`src/zlhs_pkg.sv`:
```
`timescale 1ns / 1ps
`default_nettype none

package zlhs_pkg;

    // scanner phase
    typedef enum logic [1:0] {
        PH_SEARCH = 2'd0,
        PH_HEADER = 2'd1,
        PH_DATA   = 2'd2
    } t_phase;

    // terminator kind carried with each record
    localparam logic [1:0] END_LOCAL   = 2'd0;
    localparam logic [1:0] END_CENTRAL = 2'd1;
    localparam logic [1:0] END_STREAM  = 2'd2;

    localparam logic [31:0] SIG_LOCAL   = 32'h504B_0304;
    localparam logic [31:0] SIG_CENTRAL = 32'h504B_0102;

    // fixed local header length, and bytes of a signature after its first
    localparam int HDR_LEN  = 30;
    localparam int SIG_TAIL = 3;

    // header-relative offsets of the two length fields
    localparam logic [4:0] REL_NAME_LO  = 5'd26;
    localparam logic [4:0] REL_NAME_HI  = 5'd27;
    localparam logic [4:0] REL_EXTRA_LO = 5'd28;
    localparam logic [4:0] REL_EXTRA_HI = 5'd29;

    typedef struct packed {
        logic [7:0] data_byte;
        logic       end_of_stream;
    } t_in_word;

    typedef struct packed {
        logic [15:0] entry_index;
        logic [31:0] header_offset;
        logic [15:0] name_length;
        logic [15:0] extra_length;
        logic [31:0] data_offset;
        logic [31:0] data_size;
        logic [1:0]  ended_by;
    } t_rec;

endpackage

`default_nettype wire

```
`src/zip_local_header_scanner_core.sv`:
```
// Path: the word that completes a record goes through the input register, then the
//   scan logic into the result register, which waits while the output is held.
// Throughput: one archive byte per cycle while the result register has room to load.
// Reset: i_rst_n synchronous, active low; clears both stages and all scan state.
// A word with tlast set returns the scanner to offset 0 for the next archive.
`timescale 1ns / 1ps
`default_nettype none

module zip_local_header_scanner_core #(
    parameter int OFFSET_WIDTH = 32
) (
    input  wire logic         i_clk,
    input  wire logic         i_rst_n,
    // archive bytes in
    input  wire logic         s_axis_tvalid,
    output logic              s_axis_tready,
    input  wire logic [7:0]   s_axis_tdata,   // [7:0] data_byte
    input  wire logic         s_axis_tlast,   // end_of_stream
    // one record per entry out
    output logic              m_axis_tvalid,
    input  wire logic         m_axis_tready,
    // [15:0] entry_index, [47:16] header_offset, [63:48] name_length,
    // [79:64] extra_length, [111:80] data_offset, [143:112] data_size
    output logic [143:0]      m_axis_tdata,
    output logic [1:0]        m_axis_tuser    // [1:0] ended_by
);
    import zlhs_pkg::*;

    t_in_word s_word;
    t_in_word in_word;
    logic     in_valid;
    logic     out_can_load;
    logic     step;
    logic     rec_valid;
    t_rec     rec;
    t_rec     out_rec;

    assign s_word.data_byte     = s_axis_tdata;
    assign s_word.end_of_stream = s_axis_tlast;

    // a held word is scanned as soon as the result register has room,
    // whether or not it completes a record
    assign step = in_valid && out_can_load;

    zlhs_in_stage u_in (
        .i_clk   (i_clk),
        .i_rst_n (i_rst_n),
        .i_valid (s_axis_tvalid),
        .o_ready (s_axis_tready),
        .i_word  (s_word),
        .o_valid (in_valid),
        .o_word  (in_word),
        .i_take  (step)
    );

    zlhs_parse #(
        .OFFSET_WIDTH (OFFSET_WIDTH)
    ) u_parse (
        .i_clk       (i_clk),
        .i_rst_n     (i_rst_n),
        .i_step      (step),
        .i_word      (in_word),
        .o_rec_valid (rec_valid),
        .o_rec       (rec)
    );

    zlhs_out_stage u_out (
        .i_clk       (i_clk),
        .i_rst_n     (i_rst_n),
        .i_rec_valid (rec_valid),
        .i_rec       (rec),
        .o_can_load  (out_can_load),
        .o_valid     (m_axis_tvalid),
        .i_ready     (m_axis_tready),
        .o_rec       (out_rec)
    );

    assign m_axis_tdata = {out_rec.data_size, out_rec.data_offset, out_rec.extra_length,
                           out_rec.name_length, out_rec.header_offset,
                           out_rec.entry_index};
    assign m_axis_tuser = out_rec.ended_by;

endmodule

`default_nettype wire

```
`src/zlhs_in_stage.sv`:
```
`timescale 1ns / 1ps
`default_nettype none

module zlhs_in_stage (
    input  wire logic              i_clk,
    input  wire logic              i_rst_n,
    input  wire logic              i_valid,
    output logic                   o_ready,
    input  wire zlhs_pkg::t_in_word i_word,
    output logic                   o_valid,
    output zlhs_pkg::t_in_word     o_word,
    input  wire logic              i_take
);
    import zlhs_pkg::*;

    logic     r_valid;
    t_in_word r_word;

    // refill in the same cycle the held word is consumed
    assign o_ready = !r_valid || i_take;
    assign o_valid = r_valid;
    assign o_word  = r_word;

    always_ff @(posedge i_clk) begin
        if (!i_rst_n) begin
            r_valid <= 1'b0;
        end else if (o_ready) begin
            r_valid <= i_valid;
        end
    end

    always_ff @(posedge i_clk) begin
        if (i_valid && o_ready) begin
            r_word <= i_word;
        end
    end

endmodule

`default_nettype wire

```
`src/zlhs_parse.sv`:
```
`timescale 1ns / 1ps
`default_nettype none

module zlhs_parse #(
    parameter int OFFSET_WIDTH = 32
) (
    input  wire logic               i_clk,
    input  wire logic               i_rst_n,
    input  wire logic               i_step,
    input  wire zlhs_pkg::t_in_word i_word,
    output logic                    o_rec_valid,
    output zlhs_pkg::t_rec          o_rec
);
    import zlhs_pkg::*;

    localparam int W = OFFSET_WIDTH;
    localparam logic [W-1:0] OFF_MAX = '1;

    logic [23:0]  r_recent, n_recent;
    logic [W-1:0] r_pos,    n_pos;
    t_phase       r_phase,  n_phase;
    logic [W-1:0] r_hdr,    n_hdr;
    logic [W-1:0] r_base,   n_base;   // saturated header start + 30
    logic [15:0]  r_name,   n_name;
    logic [15:0]  r_extra,  n_extra;
    logic [W-1:0] r_ds,     n_ds;
    logic [15:0]  r_cnt,    n_cnt;
    logic [4:0]   r_rel,    n_rel;    // header offset of the next byte

    logic [7:0]   b;
    logic [31:0]  win;
    logic         is_local;
    logic         is_central;
    logic         pos_max;
    logic [W-1:0] pos_next;
    logic [W-1:0] sig_start;
    logic [W:0]   base_sum;
    logic [W-1:0] base_sat;
    logic [4:0]   rel_init;
    logic [15:0]  extra_new;
    logic [16:0]  len_sum;
    logic [W+1:0] ds_sum;
    logic [W-1:0] ds_new;
    logic [W:0]   term_diff;
    logic         term_ok;
    logic [W:0]   end_diff;

    logic         emit;
    logic [1:0]   emit_kind;
    logic [W-1:0] emit_size;
    logic [W+31:0] ext_hdr;
    logic [W+31:0] ext_ds;
    logic [W+31:0] ext_size;

    assign b          = i_word.data_byte;
    assign win        = {r_recent, b};
    assign is_local   = (win == SIG_LOCAL);
    assign is_central = (win == SIG_CENTRAL);
    assign pos_max    = (r_pos == OFF_MAX);
    assign pos_next   = pos_max ? r_pos : r_pos + W'(1);
    assign sig_start  = r_pos - W'(SIG_TAIL);

    // header start + 30 == position + 27
    assign base_sum = {1'b0, r_pos} + (W+1)'(HDR_LEN - SIG_TAIL);
    assign base_sat = base_sum[W] ? OFF_MAX : base_sum[W-1:0];
    assign rel_init = 5'(SIG_TAIL) + {4'b0, !pos_max};

    assign extra_new = {b, r_extra[7:0]};
    assign len_sum   = {1'b0, r_name} + {1'b0, extra_new};
    assign ds_sum    = {2'b0, r_base} + (W+2)'(len_sum);
    assign ds_new    = (ds_sum[W+1:W] != 2'b00) ? OFF_MAX : ds_sum[W-1:0];

    // borrow out means the signature starts before the data
    assign term_diff = {1'b0, r_pos} - (W+1)'(SIG_TAIL) - {1'b0, r_ds};
    assign term_ok   = !term_diff[W];
    assign end_diff  = {1'b0, pos_next} - {1'b0, r_ds};

    always_comb begin
        n_recent  = r_recent;
        n_pos     = r_pos;
        n_phase   = r_phase;
        n_hdr     = r_hdr;
        n_base    = r_base;
        n_name    = r_name;
        n_extra   = r_extra;
        n_ds      = r_ds;
        n_cnt     = r_cnt;
        n_rel     = r_rel;
        emit      = 1'b0;
        emit_kind = END_LOCAL;
        emit_size = '0;

        if (i_step) begin
            case (r_phase)
                PH_HEADER: begin
                    n_rel = pos_max ? r_rel : r_rel + 5'd1;
                    case (r_rel)
                        REL_NAME_LO:  n_name[7:0]  = b;
                        REL_NAME_HI:  n_name[15:8] = b;
                        REL_EXTRA_LO: n_extra[7:0] = b;
                        REL_EXTRA_HI: begin
                            n_extra = extra_new;
                            n_ds    = ds_new;
                            n_phase = PH_DATA;
                        end
                        default: ;
                    endcase
                end
                PH_DATA: begin
                    if ((is_local || is_central) && term_ok) begin
                        emit      = 1'b1;
                        emit_kind = is_local ? END_LOCAL : END_CENTRAL;
                        emit_size = term_diff[W-1:0];
                        if (is_local) begin
                            n_hdr   = sig_start;
                            n_base  = base_sat;
                            n_rel   = rel_init;
                            n_phase = PH_HEADER;
                        end else begin
                            n_phase = PH_SEARCH;
                        end
                    end
                end
                default: begin
                    // searching; an unused phase code searches too
                    if (is_local) begin
                        n_hdr   = sig_start;
                        n_base  = base_sat;
                        n_rel   = rel_init;
                        n_phase = PH_HEADER;
                    end
                end
            endcase

            if (i_word.end_of_stream) begin
                // data cut by the stream end; on the last header byte the
                // data cannot have begun yet, so its size is zero
                if (n_phase == PH_DATA && !emit) begin
                    emit      = 1'b1;
                    emit_kind = END_STREAM;
                    if (r_phase == PH_DATA && !end_diff[W]) begin
                        emit_size = end_diff[W-1:0];
                    end
                end
            end
        end

        o_rec_valid = emit;
        ext_hdr     = {32'b0, r_hdr};
        ext_ds      = {32'b0, n_ds};
        ext_size    = {32'b0, emit_size};
        o_rec.entry_index   = r_cnt;
        o_rec.header_offset = ext_hdr[31:0];
        o_rec.name_length   = n_name;
        o_rec.extra_length  = n_extra;
        o_rec.data_offset   = ext_ds[31:0];
        o_rec.data_size     = ext_size[31:0];
        o_rec.ended_by      = emit_kind;

        if (emit) begin
            n_cnt = r_cnt + 16'd1;
        end

        if (i_step) begin
            if (i_word.end_of_stream) begin
                n_recent = '0;
                n_pos    = '0;
                n_phase  = PH_SEARCH;
                n_hdr    = '0;
                n_base   = '0;
                n_name   = '0;
                n_extra  = '0;
                n_ds     = '0;
                n_cnt    = '0;
                n_rel    = '0;
            end else begin
                n_recent = win[23:0];
                n_pos    = pos_next;
            end
        end
    end

    always_ff @(posedge i_clk) begin
        if (!i_rst_n) begin
            r_recent <= '0;
            r_pos    <= '0;
            r_phase  <= PH_SEARCH;
            r_hdr    <= '0;
            r_base   <= '0;
            r_name   <= '0;
            r_extra  <= '0;
            r_ds     <= '0;
            r_cnt    <= '0;
            r_rel    <= '0;
        end else begin
            r_recent <= n_recent;
            r_pos    <= n_pos;
            r_phase  <= n_phase;
            r_hdr    <= n_hdr;
            r_base   <= n_base;
            r_name   <= n_name;
            r_extra  <= n_extra;
            r_ds     <= n_ds;
            r_cnt    <= n_cnt;
            r_rel    <= n_rel;
        end
    end

    a_rel_range: assert property (@(posedge i_clk) disable iff (!i_rst_n)
        (r_phase == PH_HEADER) |-> (r_rel >= 5'(SIG_TAIL) && r_rel <= REL_EXTRA_HI))
        else $error("header byte counter out of range");

    a_eos_clears: assert property (@(posedge i_clk) disable iff (!i_rst_n)
        (i_step && i_word.end_of_stream) |=> (r_pos == '0 && r_phase == PH_SEARCH
                                             && r_cnt == '0))
        else $error("scanner not cleared after final word");

    a_rec_source: assert property (@(posedge i_clk) disable iff (!i_rst_n)
        o_rec_valid |-> (r_phase == PH_DATA
                         || (r_phase == PH_HEADER && r_rel == REL_EXTRA_HI
                             && i_word.end_of_stream)))
        else $error("record outside the data phase");

    a_ds_above_base: assert property (@(posedge i_clk) disable iff (!i_rst_n)
        (r_phase == PH_DATA) |-> (r_ds >= r_base))
        else $error("data start below header end");

endmodule

`default_nettype wire

```
`src/zlhs_out_stage.sv`:
```
`timescale 1ns / 1ps
`default_nettype none

module zlhs_out_stage (
    input  wire logic           i_clk,
    input  wire logic           i_rst_n,
    input  wire logic           i_rec_valid,
    input  wire zlhs_pkg::t_rec i_rec,
    output logic                o_can_load,
    output logic                o_valid,
    input  wire logic           i_ready,
    output zlhs_pkg::t_rec      o_rec
);
    import zlhs_pkg::*;

    logic r_valid;
    t_rec r_rec;

    assign o_can_load = !r_valid || i_ready;
    assign o_valid    = r_valid;
    assign o_rec      = r_rec;

    always_ff @(posedge i_clk) begin
        if (!i_rst_n) begin
            r_valid <= 1'b0;
        end else if (o_can_load) begin
            r_valid <= i_rec_valid;
        end
    end

    always_ff @(posedge i_clk) begin
        if (o_can_load && i_rec_valid) begin
            r_rec <= i_rec;
        end
    end

endmodule

`default_nettype wire
```
`config.mk`:
```
export PLATFORM = sky130hd
export DESIGN_NAME = zip_local_header_scanner_core
export DESIGN_NICKNAME = d
export VERILOG_FILES = /design/src/zlhs_pkg.sv /design/src/zip_local_header_scanner_core.sv /design/src/zlhs_in_stage.sv /design/src/zlhs_parse.sv /design/src/zlhs_out_stage.sv
export SDC_FILE = /design/constraint.sdc
export NUM_CORES = 1
export LEC_CHECK = 0
export BUFFER_PORTS_ARGS = -buffer_cell sky130_fd_sc_hd__buf_2
export CAP_MARGIN = 20
export CORE_MARGIN = 2
export CORE_UTILIZATION = 60
export CTS_BUF_LIST = sky130_fd_sc_hd__clkbuf_16
export DETAILED_ROUTE_END_ITERATION = 7
export GPL_TIMING_DRIVEN = 0
export PLACE_DENSITY = 0.8
export SETUP_SLACK_MARGIN = 0.2
export SYNTH_ARGS = -nofsm -noshare
export SYNTH_HDL_FRONTEND = slang
export SYNTH_SLANG_ARGS = --single-unit
```
`constraint.sdc`:
```
create_clock -name i_clk -period 13.2 [get_ports i_clk]
set_input_delay 1.32 -clock i_clk [delete_from_list [all_inputs] [get_ports i_clk]]
set_output_delay 1.32 -clock i_clk [all_outputs]
set_load 0.05 [all_outputs]
```
### Yosys cells after proc, flatten, opt, wreduce, memory -nomap -nowiden

Index checks and enable logic that the tools add are counted.

| storage, ports and cells | value |
|---|---|
| flip-flop bits (word level) | 364 |
| bits of input ports | 13 |
| output and inout bits | 148 |
| word-level logic and storage cells | 127 |

| cells by class | value |
|---|---|
| add/subtract/negate cells | 11 |
| equality and inequality tests | 10 |
| mux-type cells | 69 |
| reduce and logical (&&, ||, !) cells | 16 |

Operators with widths:

| cell | number |
|---|---|
| $mux 32 | 24 |
| $mux 16 | 11 |
| $pmux 32 s2 | 2 |
| $eq 32x31->1 const B | 2 |
| $add 32x17->33 | 1 |
| $add 32x5->33 const B | 1 |
| $sub 32x2->33 const B | 1 |
| $sub 32x32->33 | 1 |
| $sub 33x32->33 | 1 |
| $add 32x1->32 const B | 1 |
| $eq 32x32->1 const B | 1 |
| $mux 8 | 4 |
| $sub 32x2->32 const B | 1 |
| $mux 5 | 6 |
| $mux 24 | 1 |
| $mux 2 | 11 |
| $eq 5x5->1 const B | 4 |
| $add 16x16->17 | 1 |
| $add 16x1->16 const B | 1 |
| $pmux 5 s2 | 1 |
| $mux 1 | 8 |
| $logic_and 1x1->1 | 6 |
| $logic_not 1->1 | 6 |
| $add 5x1->5 const B | 1 |
| 6 further kinds | 9 |

### Longest topological paths before layout

Gate-level depths: netlist of run 1.

| logic depth | value |
|---|---|
| depth in word-level cells | 15 |
| depth in mapped cells | 20 |
| mapped depth without buffers | 20 |

### Hierarchy

A second synthesis of run 1 with hierarchy kept.

| second synthesis, totals | value |
|---|---|
| cells, all modules | 2,226 |
| area total of the unflattened synthesis | 20,825.0 µm² |

By module, submodules not included:

| module | times used | cells each | area an instance (µm²) | sequential area each (µm²) |
|---|---|---|---|---|
| zlhs_parse | 1 | 2,060 | 16,049.1 | 4,144.0 |
| zlhs_out_stage | 1 | 151 | 4,441.8 | 4,404.2 |
| zlhs_in_stage | 1 | 14 | 327.8 | 290.3 |
| zip_local_header_scanner_core | 1 | 1 | 6.3 | 0.0 |

### Worst setup path after synthesis of run 1

OpenSTA, ideal clock, no wires.

| timing | value |
|---|---|
| kind | register to register |
| start point | register u_parse.r_pos[18] |
| end point | register u_out.r_rec, in the netlist u_out.o_rec[0] (enable) |
| library setup time | 0.499 ns |
| data arrival time | 6.094 ns |
| required time | 12.701 ns |
| path slack | 6.607 ns |
| cell stages (with the launch flop) | 15 |
| path buffers | 2 |
| clock period less this slack | 6.593 ns |
| path through | dfxtp_1 > clkbuf_1 > clkinv_1 > ha_1 > inv_1 > ha_1 > and2_0 > a221o_1 > a22oi_1 > nand2_1 > o211a_1 > nor4_4 > a41oi_4 > buf_6 > inv_1 |

| between the ends | value |
|---|---|
| word-level cells in the longest chain between the ends | 13 |
| elaborated cells between the ends (all ways) | 17 |
| those cells by class | add/sub (2); eq/ne (1); mux (9); reduce/logical (5) |

Ends and longest elaborated chain:

| element | line | RTL |
|---|---|---|
| start, declared | zlhs_parse.sv:20 | `logic [W-1:0] r_pos, n_pos;` |
| start signal, assigned | zlhs_parse.sv:197 | `r_pos <= n_pos;` |
| $sub 32x2->33 * | zlhs_parse.sv:74 | `assign term_diff = {1'b0, r_pos} - (W+1)'(SIG_TAIL) - {1'b0, r_ds};` |
| $sub 33x32->33 * | zlhs_parse.sv:74 |  |
| $logic_not 1->1 * | zlhs_parse.sv:75 | `assign term_ok = !term_diff[W];` |
| $logic_and 1x1->1 * | zlhs_parse.sv:110 | `if ((is_local \|\| is_central) && term_ok) begin` |
| $mux 2 or $mux 1 (tied branches) | zlhs_parse.sv:110 |  |
| $pmux 2 s2 or $mux 1 (tied branches) | zlhs_parse.sv:94 | `case (r_phase)` |
| $mux 2 or $mux 1 (tied branches) | zlhs_parse.sv:93 | `if (i_step) begin` |
| $eq 2x2->1 or $logic_not 1->1 (tied branches) | zlhs_parse.sv:138 | `if (n_phase == PH_DATA && !emit) begin` |
| $logic_and 1x1->1 | zlhs_parse.sv:138 |  |
| $mux 1 | zlhs_parse.sv:138 |  |
| $mux 1 * | zlhs_parse.sv:135 | `if (i_word.end_of_stream) begin` |
| $mux 1 * | zlhs_parse.sv:93 |  |
| $logic_and 1x1->1 * | zlhs_out_stage.sv:32 | `if (o_can_load && i_rec_valid) begin` |
| end signal, assigned | zlhs_out_stage.sv:33 | `r_rec <= i_rec;` |
| end, declared | zlhs_out_stage.sv:17 | `t_rec r_rec;` |

Every way passes the cells marked *; elsewhere a longest branch is shown, timed or not. The select of a mux whose other input is x is not followed.
A chain may end at the register's enable or synchronous reset.

### Worst setup path in the final report of run 1

| timing | value |
|---|---|
| start point | register u_parse.r_pos[0] |
| end point | register u_out.r_rec, in the netlist u_out.o_rec[20], data pin |

| between the ends | value |
|---|---|
| word-level cells in the longest chain between the ends | 11 |
| elaborated cells between the ends (all ways) | 24 |
| those cells by class | add/sub (4); eq/ne (2); mux (12); reduce/logical (6) |

Ends and longest elaborated chain:

| element | line |
|---|---|
| $sub 32x2->33 | zlhs_parse.sv:74 |
| $sub 33x32->33 | zlhs_parse.sv:74 |
| $logic_not 1->1 | zlhs_parse.sv:75 |
| $logic_and 1x1->1 | zlhs_parse.sv:110 |
| $mux 2 or $mux 1 (tied branches) | zlhs_parse.sv:110 |
| $pmux 2 s2 or $mux 1 (tied branches) | zlhs_parse.sv:94 |
| $mux 2 or $mux 1 (tied branches) | zlhs_parse.sv:93 |
| $eq 2x2->1 or $logic_not 1->1 (tied branches) | zlhs_parse.sv:138 |
| $logic_and 1x1->1 | zlhs_parse.sv:138 |
| $mux 32 | zlhs_parse.sv:138 |
| $mux 32 * | zlhs_parse.sv:135 |

Marked as above.

==> metrics.yaml, run 1 <==
status: "finished, final reports clean"
synth_top_family_by_area: "compound AO/OA/AOI/OAI gates"
antenna_found_initial: 2
yosys.area_share.simple_pct: 17.3
period_share_pct: 51.2
ctsResizeCount: 0
hold_path_class: "register to register"
cts_htree_levels: 2
cts_buffers: 39
peakVddDrop_uv: 108
async_flop_share_pct: 0
path_max_fanout: 10
via_count: 18222
rsz0062_at_grt: "false"
die_area_mm2: 0.0365
cts_tree: "built"
gp_congestion: 1.01
slew_headroom_pct: 32.8
clk_latency_ns: 0.58
slew_viol_final: 0
fin_tns_setup_ns: 0
grt_max_degree: 93
final.fill_count: 2807
num_antenna_cells: 0
ys_types: 95
viasPerCell: 6.25
end_kind: "register"
totalWireLength_mm: 67.4
grt.total_usage_pct: 36.7
arrival_ns: 7.10
synth_nets: 2378
synth-compound-area-share_pct: 18.2
fin_crit_ns: 6.76
synthFlopType: "dfxtp_1"
root_buffer: "clkbuf_16"
io_pins: 161
syn_to_final_growth_pct: 13.2
rows: 68
synth_seq_area_share_pct: 42.1
die_y_um: 191
final_cell_mix: "209 x dfxtp_1, 173 x a21oi_1, 167 x buf_2"
cts_buffer_depth: 3
fmax_mhz: 148
drtIter0Drc: 2118
detail-route-antenna-nets: 0
drv_cap: 0
postCtsHoldBufs: 0
syn_area_per_cell_um2: 9.44
finalHoldViolCount: 0
synth_fa_ha_area_share_pct: 8.96
layout.nets: 2580
setup_ws_ns: 6.44
synth_edf_count: 155
critPathLaunchType: "register"
port_buffers: 160
gr-total-overflow: 0
setup_viol: 0
first_pass_iters: 8
pre_cts_slack_ns: 6.69
synth_cells: 2226
drive_above_1_share_pct: 12.9
initial_core_util_pct: 60.8
leakagePower_nw: 9.36
clock_sinks: 364
clk_pin_slew_worst_paths_ns: 0.06
cts_setup_buffers: 0
synth_area_leaders: "edfxtp_1 22%, dfxtp_1 20%, ha_1 7.1%"
grt_pass1_wl_mm: 101
worstPathRequired_ns: 13.54
die_w_um: 191
p_per_area_mw_per_mm2: 103
synth_top_area_share_pct: 22.2
first_global_vias: 17083
design.core.area_mm2: 0.0345
syn_area_mm2: 0.0210
final_common_cell: "dfxtp_1"
synth_mux_area_share_pct: 1.66
place_hpwl_mm: 51.7
worstSetupPathType: "register to register"
fin_worst_skew_ns: 0.0247
synth_warnings: 0
worst_pin_slew_ns: 1.00
post-route-drc-count: 0
post-synth-top-area-cell: "edfxtp_1"
ys_ff_latch: 364
synthXorXnorAreaFrac_pct: 6.67
wire_per_inst_um: 23.1
-- metal layers --
layer | track usage (%) | share of wire, %
met4 | 16.5 | 4.8
met2 | 55.6 | 43
met3 | 6.22 | 9.1
met1 | 51.6 | 43
met5 | 0 | 0
-- flip-flops by register name, summed over array words and instances, names as in the netlist, 2 cells and up --
signal and cells:
u_parse.r_phase 2, u_parse.r_cnt 16, u_out.o_rec 146, u_parse.r_base 32
u_parse.r_hdr 32, u_parse.r_ds 32, u_parse.r_name 16, u_parse.r_extra 16
u_parse.r_pos 32, u_parse.r_rel 5, u_parse.r_recent 24, u_in.o_word 9
-- report_power, final --
group / internal (W) / switching, W
clock: 0.000704 / 0.000480
sequential: 0.00117 / 0.00000992
combinational: 0.0000240 / 0.0000558
total: 0.00190 / 0.000546
-- kinds of logic (layout without fill, tap and decap cells) --
group | count (synthesis) | count (layout)
buffers and inverters | 267 | 500
AOI/OAI and AO/OA | 568 | 568
xor gates and xnor gates | 160 | 160
muxes | 32 | 32
adders and majority gates | 139 | 139
and+or+nand+nor | 696 | 696
DFF | 364 | 364
-- synthesized netlist by cell type, types with 13 or more instances --
cell        n
dfxtp_1   209
a21oi_1   173
nor2_1    166
edfxtp_1  155
inv_1     153
nand2_1   153
xnor2_1   128
ha_1      120
o21ai_0    95
clkbuf_1   81
nor2b_1    58
and2_1     53
and3_1     47
nor3_1     42
a21o_1     37
nand3_1    37
a22o_1     33
nand4_1    32
xor2_1     32
a31oi_1    23
mux2_2     23
or3_1      23
a211oi_1   22
a22oi_1    21
nand2b_1   21
fa_1       19
nor4_1     19
o22ai_1    19
a21boi_0   14
o21a_1     13
-- critical path: stages, from the launching register on --
cell and delay (ns):
dfxtp_1 0.46, ha_1 0.34, nand3_1 0.17, nor3_1 0.17, and4_1 0.34, or3_1 0.46
nor2_1 0.48, nand2_1 0.28, nor2_1 0.49, xnor2_1 0.21, ha_1 0.38, and3_1 0.22
and2_1 0.18, and3_1 0.19, a22o_1 0.13, a21oi_1 0.08, o31a_1 0.39, nor4b_4 0.91
nand2_4 0.22, buf_6 0.24, o32ai_1 0.17
-- final timing paths --
path	to	cells past startpoint	slack (ns)	startpoint
worst max-delay path	u_out.o_rec[20]	20	6.44	u_parse.r_pos[0]
worst min-delay path	u_out.o_rec[120]	0	0.44	u_parse.r_hdr[22]
worst max register to register	u_out.o_rec[20]	20	6.44	u_parse.r_pos[0]
worst min register to register	u_out.o_rec[120]	0	0.44	u_parse.r_hdr[22]
-- cell type report --
type	count	area, um^2	area share (%)
Buffer	105	462	1.94
Clock buffer	41	1030	4.31
Clock inverter	31	354	1.49
Inverter	162	613	2.58
Multi-Input combinational cell	1595	11100	46.6
Sequential cell	364	8840	37.2
Tap cell	455	569	2.39
Timing Repair Buffer	161	828	3.48
-- per-stage QoR --
stage                     area [um^2]  cells  power, W  utilization (%)  hold slack, ns
after floorplan                 21000   2226   0.00125                -           0.409
after global placement          22400   2841   0.00128             64.8           0.420
after detailed placement        22400   2842   0.00128             64.9           0.418
after CTS                       23800   2914   0.00244             68.9           0.432
after global routing            23800   2914   0.00249             68.9           0.439
final                           23800   2914   0.00244             68.9           0.437
(Power assumes the default switching activity.)
==> inputs of run 2 (changes only) <==
==> constraint.sdc (replaced) <==
create_clock -name i_clk -period 6.4 [get_ports i_clk]
set_input_delay 0.64 -clock i_clk [delete_from_list [all_inputs] [get_ports i_clk]]
set_output_delay 0.64 -clock i_clk [all_outputs]
set_load 0.05 [all_outputs]
==> metrics.yaml, run 2 (synthesis gave the netlist of run 1 again) <==
place_hpwl_mm: 52.8  # was 51.7 mm
layout.nets: 2585  # was 2580
end_kind: "register"  # unchanged
r2r_end: "u_out.o_rec[21]"  # was u_out.o_rec[20]
reg2reg_slack_ns: 0.42  # was 6.44 ns
die_w_um: 191  # unchanged
hold_end: "u_in.o_word[8]"  # was u_out.o_rec[120]
fin_worst_skew_ns: 0.0234  # was 0.0247 ns
drv_cap: 0  # unchanged
gp_congestion: 0.999  # was 1.01
setup_viol: 0  # unchanged
clock_sinks: 364  # unchanged
root_buffer: "clkbuf_16"  # unchanged
grt_max_degree: 50  # was 93
post-route-drc-count: 0  # unchanged
path_max_fanout: 10  # unchanged
drtIter0Drc: 1886  # was 2118
final_cell_count_no_fill: 2918  # was 2914
viasPerCell: 6.30  # was 6.25
finalHoldViolCount: 0  # unchanged
status: "finished, final reports clean"  # unchanged
timing.rr.start: "u_parse.r_pos[0]"  # unchanged
period_share_pct: 93.4  # was 51.2%
clk_latency_ns: 0.58  # about the same
reg2regPathDepth: 19  # was 20
drive_above_1_share_pct: 12.9  # about the same
min_from: "s_axis_tdata[7]"  # was u_parse.r_hdr[22]
cts_buffer_depth: 3  # unchanged
wire_per_inst_um: 23.5  # was 23.1 um
first_global_vias: 17400  # was 17083
grt_pass1_wl_mm: 102  # was 101 mm
rsz0062_at_grt: "false"  # unchanged
clk_pin_slew_worst_paths_ns: 0.06  # about the same
cts_buffers: 39  # unchanged
p_per_area_mw_per_mm2: 202  # was 103 mW/mm^2
io_pins: 161  # unchanged
worst_pin_slew_ns: 1.03  # was 1.00 ns
totalWireLength_mm: 68.5  # was 67.4 mm
gr-total-overflow: 0  # unchanged
rows: 68  # unchanged
die_y_um: 191  # unchanged
design.core.area_mm2: 0.0345  # unchanged
fin_crit_ns: 5.98  # was 6.76 ns
via_count: 18376  # was 18222
arrival_ns: 6.29  # was 7.10 ns
critPathLaunchType: "register"  # unchanged
detail-route-antenna-nets: 0  # unchanged
cts_htree_levels: 2  # unchanged
leakagePower_nw: 9.33  # was 9.36 nW
fmax_mhz: 167  # was 148 MHz
antenna_found_initial: 1  # was 2
hold_path_class: "input port to register"  # was register to register
placed_cell_area_mm2: 0.0224  # about the same
placed_cells: 2844  # was 2842
postCtsHoldBufs: 0  # unchanged
setup_ws_ns: 0.421  # was 6.44 ns
initial_core_util_pct: 60.8  # unchanged
port_buffers: 160  # unchanged
syn_to_final_growth_pct: 12.8  # was 13.2%
cts_tree: "built"  # unchanged
slew_viol_final: 0  # unchanged
slew_headroom_pct: 30.9  # was 32.8%
peakVddDrop_uv: 226  # was 108 uV
final_common_cell: "dfxtp_1"  # unchanged
die_area_mm2: 0.0365  # unchanged
pre_cts_slack_ns: -0.0495  # was 6.69 ns
worstSetupPathType: "register to register"  # unchanged
hold_depth: 1  # was 0
final_area_mm2: 0.0237  # was 0.0238 mm^2
fin_tns_setup_ns: 0  # unchanged
largest_reg_flops: 146  # unchanged
final_cell_mix: "209 x dfxtp_1, 173 x a21oi_1, 167 x buf_2"  # unchanged
first_pass_iters: 5  # was 8
worstPathRequired_ns: 6.71  # was 13.54 ns
grt.total_usage_pct: 37.4  # was 36.7%
-- run 2: area by class of cell --
class                   instances  area [um^2]
clock buffers                  39          976
well taps                     455          569
diodes                          1         2.50
inverters                     162          612
plain buffers                 105          462
clock inverters                31          243
flip-flops and latches        364         8840
fillers                      2749        10800
repair buffers                166          883
multi-input cells            1595        11100
-- run 2: metrics by stage --
stage	util (%)	hold slack, ns	total power (W)
6_report	68.6	0.236	0.00480
5_1_grt	68.6	0.235	0.00489
4_1_cts	68.5	0.222	0.00480
3_5_place_dp	65.0	0.419	0.00264
3_3_place_gp	64.8	0.421	0.00264
2_1_floorplan	-	0.409	0.00257
-- run 2: per-layer routing --
layer	part of all wire, %	global-route usage, %
met2	44	58.1
met1	43	51.0
met3	9.0	6.44
met4	4.4	17.2
met5	0	0
-- run 2: worst max-delay path by stage --
stage	start	end	slack [ns]	depth (start not counted)
after floorplan	u_parse.r_pos[18]	u_out.o_rec[0]	0.38	14
after global placement	u_parse.r_pos[27]	u_out.o_rec[27]	-1.53	15
after detailed placement	u_parse.r_pos[0]	u_out.o_rec[19]	-0.05	20
after CTS	u_parse.r_pos[0]	u_out.o_rec[21]	0.31	19
after global routing	u_parse.r_pos[27]	u_out.o_rec[33]	0.17	18
final	u_parse.r_pos[0]	u_out.o_rec[21]	0.42	19
-- run 2: worst max-delay path, stage by stage, from the launching register on --
cell,delay (ns)
dfxtp_1,0.58
ha_1,0.32
nand3_1,0.21
nor3_2,0.51
nand4_1,0.39
clkbuf_1,0.37
nand2_1,0.14
o21ai_0,0.23
fa_1,0.51
a211o_1,0.28
o211ai_1,0.16
a31oi_1,0.28
a21o_1,0.30
a21oi_1,0.31
o31a_1,0.30
nor4b_4,0.07
buf_4,0.17
nand2_4,0.15
nor2_1,0.06
or3_1,0.36
-- run 2: report_power, final --
group	switching (W)	internal, W
Clock	0.000964	0.00124
Sequential	0.0000197	0.00241
Combinational	0.000118	0.0000497
-- run 2: what timing repair did --
action                                  in CTS  in global routing
pin swaps                                    1                  0
gates resized for setup                      0                  5
buffers inserted                             3                  0
gates cloned                                 0                  0
endpoints found under the setup margin      25                 29
==> inputs of run 3 (changes only) <==
--- a/config.mk
+++ b/config.mk
@@ -5,7 +5,7 @@
 export SDC_FILE = /design/constraint.sdc
 export NUM_CORES = 1
 export LEC_CHECK = 0
-export BUFFER_PORTS_ARGS = -buffer_cell sky130_fd_sc_hd__buf_2
+export BUFFER_PORTS_ARGS = -buffer_cell sky130_fd_sc_hd__clkbuf_2
 export CAP_MARGIN = 20
 export CORE_MARGIN = 2
 export CORE_UTILIZATION = 60
==> metrics.yaml, run 3 (synthesis gave the netlist of run 1 again) <==
grt_max_degree: 51  # was 50
clock_sinks: 364  # unchanged
first_pass_iters: 8  # was 5
rsz0062_at_grt: "false"  # unchanged
path_max_fanout: 10  # unchanged
die_y_um: 191  # unchanged
fin_worst_skew_ns: 0.0219  # was 0.0234 ns
port_buffers: 160  # unchanged
drive_above_1_share_pct: 13.0  # was 12.9%
hold_path_class: "input port to register"  # unchanged
min_from: "s_axis_tdata[6]"  # was s_axis_tdata[7]
final_cell_mix: "209 x dfxtp_1, 173 x a21oi_1, 165 x nor2_1"  # was 209 x dfxtp_1, 173 x a21oi_1, 167 x buf_2
reg2reg_slack_ns: 0.37  # was 0.42 ns
end_kind: "register"  # unchanged
cts_htree_levels: 2  # unchanged
clk_pin_slew_worst_paths_ns: 0.06  # about the same
cpLargestDelayFamily: "compound AO/OA/AOI/OAI gates"  # was simple AND/OR/NAND/NOR gates
num_antenna_cells: 0  # was 1
critPathLaunchType: "register"  # unchanged
detail-route-antenna-nets: 0  # unchanged
violations: "DRC"
setup_viol: 0  # unchanged
fmax_mhz: 166  # was 167 MHz
layout.nets: 2583  # was 2585
hold_depth: 1  # unchanged
viasPerCell: 6.28  # was 6.30
worstSetupPathType: "register to register"  # unchanged
wire_per_inst_um: 23.4  # was 23.5 um
post-route-drc-count: 1  # was 0
grt_pass1_wl_mm: 102  # about the same
arrival_ns: 6.31  # was 6.29 ns
final.fill_count: 2803  # was 2749
gr-total-overflow: 0  # unchanged
die_w_um: 191  # unchanged
rows: 68  # unchanged
initial_core_util_pct: 60.8  # unchanged
placed_cells: 2844  # unchanged
period_share_pct: 94.3  # was 93.4%
cts_buffers: 38  # was 39
cts_buffer_depth: 3  # unchanged
crit_buf_inv: 2  # unchanged
postCtsHoldBufs: 0  # unchanged
finalHoldViolCount: 0  # unchanged
fin_tns_setup_ns: 0  # unchanged
timing.rr.start: "u_parse.r_pos[8]"  # was u_parse.r_pos[0]
drtIter0Drc: 1816  # was 1886
worstPathRequired_ns: 6.68  # was 6.71 ns
utilization_pct: 68.7  # was 68.6%
final_cell_count_no_fill: 2916  # was 2918
fin_crit_ns: 6.03  # was 5.98 ns
p_per_area_mw_per_mm2: 204  # was 202 mW/mm^2
gp_congestion: 1.01  # was 0.999
slowest_delay_ns: 0.48  # was 0.58 ns
via_count: 18322  # was 18376
reg2regPathDepth: 18  # was 19
critical_path.cell_chain: "clkbuf_1 -> nand4_1 -> nor2_1 -> nand4_1 -> clkbuf_1 -> nand2_1 -> o21ai_0 -> ha_1 -> nor2b_1 -> o31a_1 -> o31ai_1 -> a21oi_1 -> a31o_2 -> a211o_1 -> nand3_1 -> a31oi_1 -> xnor2_1 -> o22ai_1"  # was ha_1 -> nand3_1 -> nor3_2 -> nand4_1 -> clkbuf_1 -> nand2_1 -> o21ai_0 -> fa_1 -> a211o_1 -> o211ai_1 -> a31oi_1 -> a21o_1 -> a21oi_1 -> o31a_1 -> nor4b_4 -> buf_4 -> nand2_4 -> nor2_1 -> or3_1
largest_reg_flops: 146  # unchanged
slew_viol_final: 0  # unchanged
place_hpwl_mm: 52.5  # was 52.8 mm
drv_cap: 0  # unchanged
slew_headroom_pct: 36.1  # was 30.9%
io_pins: 161  # unchanged
first_global_vias: 17402  # was 17400
hold_end: "u_in.o_word[7]"  # was u_in.o_word[8]
peakVddDrop_uv: 219  # was 226 uV
leakagePower_nw: 9.41  # was 9.33 nW
design.core.area_mm2: 0.0345  # unchanged
final_common_cell: "dfxtp_1"  # unchanged
antenna_found_initial: 1  # unchanged
syn_to_final_growth_pct: 13.0  # was 12.8%
totalWireLength_mm: 68.4  # was 68.5 mm
die_area_mm2: 0.0365  # unchanged
slowest_stage: "nor2_1"  # was dfxtp_1
r2r_end: "u_out.o_rec[33]"  # was u_out.o_rec[21]
grt.total_usage_pct: 37.2  # was 37.4%
status: "finished with violations"  # was finished, final reports clean
root_buffer: "clkbuf_16"  # unchanged
cts_tree: "built"  # unchanged
clk_latency_ns: 0.57  # was 0.58 ns
worst_pin_slew_ns: 0.959  # was 1.03 ns
==> run 3: cell count changes in the layout (fill, tap and decap cells not counted), sizes merged <==
cell      delta
diode        -1
bufinv       +1
clkbuf     +160
inv          -2
clkinvlp     +1
buf        -161
==> run 3: timing repair <==
item                                   in CTS  in global routing
buffers inserted                            2                  0
pin swaps                                   1                  0
setup endpoints to repair                  24                 30
endpoints found under the hold margin       0                  0
gates resized for setup                     0                  4
==> run 3: metrics by stage <==
stage	hold WS (ns)	setup slack, ns	power [W]	area [um^2]
2_1_floorplan	0.409	0.376	0.00257	21000
3_3_place_gp	0.421	-1.49	0.00264	22400
3_5_place_dp	0.420	-0.0300	0.00264	22400
4_1_cts	0.235	0.318	0.00484	23700
5_1_grt	0.235	0.221	0.00494	23700
6_report	0.245	0.365	0.00484	23700
==> run 3: report_power, final <==
group          switching [W]  internal (W)
Combinational       0.000117     0.0000495
Sequential         0.0000197       0.00241
Clock               0.000965       0.00128
==> run 3: worst max-delay path by stage <==
| stage | cells past startpoint | slack [ns] | startpoint | endpoint |
|---|---|---|---|---|
| finish | 18 | 0.37 | u_parse.r_pos[8] | u_out.o_rec[33] |
| global route | 19 | 0.22 | u_parse.r_pos[8] | u_out.o_rec[21] |
| CTS | 19 | 0.32 | u_parse.r_pos[0] | u_out.o_rec[21] |
| detailed placement | 20 | -0.03 | u_parse.r_pos[0] | u_out.o_rec[18] |
| global placement | 14 | -1.49 | u_parse.r_pos[24] | u_out.o_rec[33] |
| floorplan | 14 | 0.38 | u_parse.r_pos[18] | u_out.o_rec[0] |
==> run 3: layout make-up <==
class / instances / area, um^2 / area share [%]
inverters: 162 / 612 / 2.58
multi-input cells: 1595 / 11100 / 46.8
clock inverters: 31 / 279 / 1.18
clock buffers: 39 / 976 / 4.11
flip-flops and latches: 364 / 8840 / 37.3
plain buffers: 105 / 462 / 1.95
well taps: 455 / 569 / 2.40
repair buffers: 165 / 876 / 3.69
==> run 3: metal layers <==
layer / global-route usage [%] / vias to the layer above / wire [um]
met5: 0 / - / 10
met4: 17.2 / 2 / 3240
met3: 7.23 / 174 / 6520
met2: 57.2 / 975 / 29900
met1: 50.7 / 8773 / 28800
li1: - / 8398 / -
==> run 3: worst register-to-register path: stages (launching register included) <==
cell,delay (ns)
dfxtp_1,0.33
clkbuf_1,0.44
nand4_1,0.43
nor2_1,0.48
nand4_1,0.38
clkbuf_1,0.36
nand2_1,0.13
o21ai_0,0.23
ha_1,0.35
nor2b_1,0.14
o31a_1,0.28
o31ai_1,0.45
a21oi_1,0.26
a31o_2,0.34
a211o_1,0.33
nand3_1,0.14
a31oi_1,0.12
xnor2_1,0.40
o22ai_1,0.15
